File: src/hdl/assert_macros.svh
// ---------------------------------------------------------------------------
// Assertion macros
// Shared concurrent assertion helpers.
// ---------------------------------------------------------------------------
`ifndef ASSERT_MACROS_SVH
`define ASSERT_MACROS_SVH

// Clocked property, disabled while reset is asserted.
`define ASSERT_CLK(lbl, clk, rst_n, prop, msg) \
    lbl: assert property (@(posedge clk) disable iff (!rst_n) prop) else $error(msg);

// Clocked property, checked during reset too.
`define ASSERT_ALWAYS(lbl, clk, prop, msg) \
    lbl: assert property (@(posedge clk) prop) else $error(msg);

`endif

File: src/hdl/mxp_pkg.sv
// ---------------------------------------------------------------------------
// mxp_pkg
// Constants and types for the modular exponentiation core.
// ---------------------------------------------------------------------------
`timescale 1ns / 1ps

package mxp_pkg;

    localparam int EXP_BITS = 32;
    localparam int E_W      = (EXP_BITS > 30) ? EXP_BITS : 30;
    localparam int VAL_W    = 30;
    localparam int PROD_W   = 2 * VAL_W;
    localparam int RW       = PROD_W + 1;
    localparam int RED_CELLS = VAL_W + 1;

    localparam logic [VAL_W-1:0] MOD     = VAL_W'(1000000007);
    localparam logic [VAL_W-1:0] INV_EXP = VAL_W'(1000000005);
    localparam logic [RW-1:0]    MOD_HI  = RW'({MOD, {VAL_W{1'b0}}});
    localparam logic [63:0]      EXP_MASK =
        (EXP_BITS >= 64) ? {64{1'b1}} : ((64'd1 << EXP_BITS) - 64'd1);

    localparam logic DST_SQ  = 1'b0;
    localparam logic DST_ACC = 1'b1;

    typedef struct packed {
        logic          valid;
        logic          dst;
        logic [RW-1:0] rem;
    } t_cell;

endpackage

File: src/hdl/modular_exponentiation_core.sv
// ---------------------------------------------------------------------------
// modular_exponentiation_core
// base ** exponent mod 1000000007, or the Fermat inverse, square-and-multiply.
// ---------------------------------------------------------------------------
// One request at a time. Each exponent bit up to the highest set bit issues a
// square, and a set bit also a multiply, to one shared modular multiplier
// (product register plus 31 reduction cells). Both products are waited for
// before the next bit. Inverse mode uses the 30-bit exponent 1000000005 with
// 15 set bits. A zero exponent skips the multiplier and goes straight to the
// output register. A finished result may wait in the output register while
// the next request is accepted.
`timescale 1ns / 1ps
`include "assert_macros.svh"

module modular_exponentiation_core
    import mxp_pkg::*;
(
    input  logic        i_clk,
    input  logic        i_rst_n,
    input  logic        i_s_tvalid,
    output logic        o_s_tready,
    input  logic [63:0] i_s_tdata,  // base[29:0], exponent[61:30], zero pad
    input  logic        i_s_tuser,  // action: 0 power, 1 inverse
    output logic        o_m_tvalid,
    input  logic        i_m_tready,
    output logic [31:0] o_m_tdata   // result[29:0], zero pad
);

    typedef enum logic [4:0] {
        S_IDLE = 5'b00001,
        S_SQ   = 5'b00010,
        S_MUL  = 5'b00100,
        S_WAIT = 5'b01000,
        S_DONE = 5'b10000
    } t_state;

    t_state           r_state, n_state;
    logic [E_W-1:0]   r_e, n_e;
    logic [VAL_W-1:0] r_acc, n_acc;
    logic [VAL_W-1:0] r_sq, n_sq;
    logic [1:0]       r_pend, n_pend;
    logic             r_ov, n_ov;
    logic [VAL_W-1:0] r_out, n_out;

    logic             w_iss, w_iss_dst;
    logic [VAL_W-1:0] w_a;
    logic             w_rv, w_rdst;
    logic [VAL_W-1:0] w_res;
    logic [VAL_W-1:0] w_base, w_base_red;
    logic [63:0]      w_e64;
    logic [E_W-1:0]   w_e_load;

    assign w_base     = i_s_tdata[29:0];
    assign w_base_red = (w_base >= MOD) ? (w_base - MOD) : w_base;
    assign w_e64      = 64'(i_s_tdata[61:30]) & EXP_MASK;
    assign w_e_load   = i_s_tuser ? E_W'(INV_EXP) : E_W'(w_e64);

    assign o_s_tready = (r_state == S_IDLE);

    mxp_mulred u_mulred (
        .i_clk   (i_clk),
        .i_rst_n (i_rst_n),
        .i_valid (w_iss),
        .i_dst   (w_iss_dst),
        .i_a     (w_a),
        .i_b     (r_sq),
        .o_valid (w_rv),
        .o_dst   (w_rdst),
        .o_res   (w_res)
    );

    always_comb begin
        n_state   = r_state;
        n_e       = r_e;
        n_acc     = r_acc;
        n_sq      = r_sq;
        n_ov      = r_ov;
        n_out     = r_out;
        w_iss     = 1'b0;
        w_iss_dst = DST_SQ;
        w_a       = r_sq;

        if (r_ov && i_m_tready) begin
            n_ov = 1'b0;
        end
        if (w_rv) begin
            if (w_rdst == DST_ACC) begin
                n_acc = w_res;
            end else begin
                n_sq = w_res;
            end
        end

        case (r_state)
            S_IDLE: begin
                if (i_s_tvalid) begin
                    n_acc   = VAL_W'(1);
                    n_sq    = w_base_red;
                    n_e     = w_e_load;
                    n_state = (w_e_load == '0) ? S_DONE : S_SQ;
                end
            end
            S_SQ: begin
                w_iss   = 1'b1;
                n_state = r_e[0] ? S_MUL : S_WAIT;
            end
            S_MUL: begin
                w_iss     = 1'b1;
                w_iss_dst = DST_ACC;
                w_a       = r_acc;
                n_state   = S_WAIT;
            end
            S_WAIT: begin
                if (r_pend == 2'd0) begin
                    n_e     = r_e >> 1;
                    n_state = ((r_e >> 1) == '0) ? S_DONE : S_SQ;
                end
            end
            S_DONE: begin
                if (!r_ov || i_m_tready) begin
                    n_ov    = 1'b1;
                    n_out   = r_acc;
                    n_state = S_IDLE;
                end
            end
            default: begin
                n_state = S_IDLE;
            end
        endcase

        n_pend = r_pend + 2'(w_iss) - 2'(w_rv);
    end

    always_ff @(posedge i_clk) begin
        if (!i_rst_n) begin
            r_state <= S_IDLE;
            r_pend  <= 2'd0;
            r_ov    <= 1'b0;
        end else begin
            r_state <= n_state;
            r_pend  <= n_pend;
            r_ov    <= n_ov;
        end
        r_e   <= n_e;
        r_acc <= n_acc;
        r_sq  <= n_sq;
        r_out <= n_out;
    end

    assign o_m_tvalid = r_ov;
    assign o_m_tdata  = 32'(r_out);

    `ASSERT_CLK(a_pend_max, i_clk, i_rst_n, r_pend != 2'd3, "more than two products in flight")
    `ASSERT_CLK(a_ret_pend, i_clk, i_rst_n, w_rv |-> (r_pend != 2'd0), "product returned unrequested")
    `ASSERT_CLK(a_out_range, i_clk, i_rst_n, r_ov |-> (r_out < MOD), "result not reduced")

endmodule

File: src/hdl/mxp_cell.sv
// ---------------------------------------------------------------------------
// mxp_cell
// One restoring reduction step: conditional subtract of MOD << 30, shift.
// ---------------------------------------------------------------------------
`timescale 1ns / 1ps

module mxp_cell
    import mxp_pkg::*;
(
    input  logic  i_clk,
    input  logic  i_rst_n,
    input  t_cell i_d,
    output t_cell o_d
);

    t_cell         r_d;
    logic [RW-1:0] n_rem;

    always_comb begin
        n_rem = (i_d.rem >= MOD_HI) ? (i_d.rem - MOD_HI) : i_d.rem;
        n_rem = {n_rem[RW-2:0], 1'b0};
    end

    always_ff @(posedge i_clk) begin
        if (!i_rst_n) begin
            r_d.valid <= 1'b0;
        end else begin
            r_d.valid <= i_d.valid;
        end
        r_d.dst <= i_d.dst;
        r_d.rem <= n_rem;
    end

    assign o_d = r_d;

endmodule

File: src/hdl/mxp_mulred.sv
// ---------------------------------------------------------------------------
// mxp_mulred
// Modular multiplier: one product stage followed by a row of reduction cells.
// ---------------------------------------------------------------------------
`timescale 1ns / 1ps

module mxp_mulred
    import mxp_pkg::*;
(
    input  logic             i_clk,
    input  logic             i_rst_n,
    input  logic             i_valid,
    input  logic             i_dst,
    input  logic [VAL_W-1:0] i_a,
    input  logic [VAL_W-1:0] i_b,
    output logic             o_valid,
    output logic             o_dst,
    output logic [VAL_W-1:0] o_res
);

    t_cell w_chain [RED_CELLS+1];
    t_cell r_prod;

    always_ff @(posedge i_clk) begin
        if (!i_rst_n) begin
            r_prod.valid <= 1'b0;
        end else begin
            r_prod.valid <= i_valid;
        end
        r_prod.dst <= i_dst;
        r_prod.rem <= RW'(PROD_W'(i_a) * PROD_W'(i_b));
    end

    assign w_chain[0] = r_prod;

    for (genvar g = 0; g < RED_CELLS; g++) begin : g_cell
        mxp_cell u_cell (
            .i_clk   (i_clk),
            .i_rst_n (i_rst_n),
            .i_d     (w_chain[g]),
            .o_d     (w_chain[g+1])
        );
    end

    assign o_valid = w_chain[RED_CELLS].valid;
    assign o_dst   = w_chain[RED_CELLS].dst;
    assign o_res   = w_chain[RED_CELLS].rem[RW-1 -: VAL_W];

endmodule

File: config.mk
export PLATFORM = sky130hd
export DESIGN_NAME = modular_exponentiation_core
export DESIGN_NICKNAME = d
export VERILOG_FILES = /design/src/hdl/mxp_pkg.sv /design/src/hdl/modular_exponentiation_core.sv /design/src/hdl/mxp_cell.sv /design/src/hdl/mxp_mulred.sv
export VERILOG_INCLUDE_DIRS = /design/src /design/src/hdl
export SDC_FILE = /design/constraint.sdc
export NUM_CORES = 2
export LEC_CHECK = 0
export BUFFER_PORTS_ARGS = -buffer_cell sky130_fd_sc_hd__buf_4
export CAP_MARGIN = 25
export CORE_AREA = 2 2 590 592
export CTS_CLUSTER_DIAMETER = 200
export DETAILED_ROUTE_END_ITERATION = 8
export DIE_AREA = 0 0 592 594
export PLACE_DENSITY = 0.56
export SLEW_MARGIN = 20
export SYNTH_ARGS = -nofsm -noshare
export SYNTH_HDL_FRONTEND = slang
export SYNTH_HIERARCHICAL = 1
export SYNTH_SLANG_ARGS = --single-unit
export TNS_END_PERCENT = 30
File: constraint.sdc
create_clock -name i_clk -period 18.9 [get_ports i_clk]
set_input_delay 0.945 -clock i_clk [delete_from_list [all_inputs] [get_ports i_clk]]
set_output_delay 0.945 -clock i_clk [all_outputs]
set_load 0.02 [all_outputs]
==> run_results.csv <==
group,metric,value,unit
yosys,syn-mean-instance-area,9.95,um2
clock_network,post-cts-setup-buffers,0,
clock_network,cts_buffers,202,
sta,slew_viol_final,0,
final_layout,layout-drive-gt1-share,0.0943,
route,vias_per_cell,4.78,
worst_setup_path,crit_top_cell,"fa_1",
worst_setup_path,crit_slowest_cell,"a2111oi_0",
worst_setup_path,path_class,"flip-flop to flip-flop",
placement,gp_congestion,0.931,
final_layout,finalNetCount,11700,
clock_network,cts_tree,"done",
sta,finalHoldViolCount,0,
worst_setup_path,slowest_delay,0.74,ns
route,wl_per_cell,17.5,um
worst_setup_path,end_kind,"flip-flop",
run_status,outcome,"complete, no violations",
floorplan,die_w,592,um
clock_network,clockRootBuffer,"clkbuf_16",
final_layout,ff_latch_area,42300,um2
grt,overflow,0,
clock_network,ctsHtreeMaxLevel,4,
sta,tns,0,ns
clock_network,clkLatencyLatePin,0.86,ns
clock_network,clockBufferDepth,4,
clock_network,hold_buffers,0,
worst_setup_path,critPathMaxFanout,33,
route,vias,73500,
placement,hpwl,200,mm
floorplan,dieHeight,594,um
sta,rsz0062_at_grt,"no",
grt,antenna_found_initial,35,
worst_hold_path,hp-class,"flip-flop to flip-flop",
sta,setup_violations,0,
sta,max_clock_freq,0.0951,GHz
sta,tightest_slew,0.969,ns
worst_setup_path,startpoint_type,"flip-flop",
sta,period_share,0.556,
yosys,ys.warnings.count,6,
flow_run,maxCapViolations,0,
final_layout,fillCellCount,35100,
floorplan,coreArea,345000,um2
clock_network,path_clk_slew,0.06,ns
sta,slew_headroom,0.337,
grt,grt_pass1_wl,431,mm
route,first_iter_violations,4807,
clock_network,cts_resized,0,
clock_network,clock_sinks,2084,
final_layout,syn_to_final_growth,11.1,%
final_layout,multi_input_area,58200,um2
floorplan,start_util,0.307,
grt,grt_max_degree,87,
route,drcViolationCount,0,
floorplan,rows,216,
yosys,syn-cell-area,106000,um2
worst_setup_path,required,19.67,ns
route,postRouteWirelength,268,mm
placement,io_buffers,98,
grt,first_global_vias,74300,
worst_setup_path,arrival,11.29,ns
sta,period_minus_slack,10.52,ns
route,detail-route-antenna-nets,0,
floorplan,pin_count,103,
yosys,synthCells,10700,
sta,clock_skew,0.0631,ns
grt,track_usage,0.152,
route,firstDrtPassIters,6,
floorplan,dieArea,352000,um2
sta,timing.hold.ws,0.301,ns
area by class of cell:
| class | instances | share of cell area |
|---|---|---|
| flip-flops and latches | 2084 | 0.359 |
| clock buffers | 275 | 0.0493 |
| multi-input cells | 7250 | 0.494 |
| inverters | 913 | 0.0291 |
| diodes | 14 | 0.000297 |
| clock inverters | 78 | 0.00884 |
| well taps | 4578 | 0.0486 |
| repair buffers | 161 | 0.0104 |
final timing paths:
| kind | start | to | slack (ns) | cells past startpoint |
|---|---|---|---|---|
| max | r_state[0]$_SDFFE_PN1P_ | u_mulred/r_prod[57]$_DFF_P_ | 8.38 | 31 |
| min | u_mulred/g_cell[19].u_cell/o_d[21]$_DFF_P_ | u_mulred/g_cell[20].u_cell/o_d[22]$_DFF_P_ | 0.30 | 0 |
| max reg2reg | r_state[0]$_SDFFE_PN1P_ | u_mulred/r_prod[57]$_DFF_P_ | 8.38 | 31 |
| min reg2reg | u_mulred/g_cell[19].u_cell/o_d[21]$_DFF_P_ | u_mulred/g_cell[20].u_cell/o_d[22]$_DFF_P_ | 0.30 | 0 |
layout by cell type, fill, tap and decap left out, drive strengths merged, types with 33 or more instances in the layout:
cell,count
a211oi,39
a21boi,64
a21o,66
a21oi,342
a221oi,33
a311oi,62
a31o,35
a31oi,74
and2,635
and3,107
buf,161
clkbuf,275
clkinv,37
conb,34
dfxtp,2022
edfxtp,62
fa,780
ha,282
inv,920
nand2,1327
nand2b,42
nand3,396
nand3b,86
nand4,172
nor2,408
nor3,183
nor4,271
nor4b,63
o21a,38
o21ai,264
o31ai,127
o41ai,33
or2,33
or3,61
or4,63
xnor2,593
xor2,206
critical path, delay by kind of cell (launching register included):
| family | cells | cell delay (ns) |
|---|---|---|
| simple gates | 5 | 1.41 |
| flops | 1 | 0.33 |
| fa+ha+maj | 9 | 4.52 |
| buf+inv | 7 | 1.19 |
| xor+xnor | 1 | 0.13 |
| compound gates | 9 | 2.79 |
layer usage:
layer | up-vias | track usage | wire length, um
li1 | 35700 | - | -
met1 | 35600 | 0.211 | 125000
met2 | 1687 | 0.246 | 123000
met3 | 377 | 0.0197 | 12700
met4 | 4 | 0.0423 | 7080
met5 | - | 0 | 27
sequential cells by signal, summed over array words and instances (netlist names):
name                        count
u_mulred/g_cell.u_cell/o_d   1892
r_out                          30
r_e                            32
u_mulred/r_prod                62
r_acc                          30
r_pend                          2
o_m_tvalid                      1
r_sq                           30
r_state                         5
stage by stage:
stage          worst slack (ns)  instance area [um2]  cells  utilization
2_1_floorplan             10.61               106000  10700            -
3_3_place_gp               8.28               111000  15000        0.321
3_5_place_dp               8.36               111000  15000        0.321
4_1_cts                    8.29               118000  15300        0.341
5_1_grt                    7.68               118000  15300        0.341
6_report                   8.38               118000  15400        0.341
Power is not shown: default switching activity piles up to over one toggle a cycle in this logic, so the estimate is an artifact.
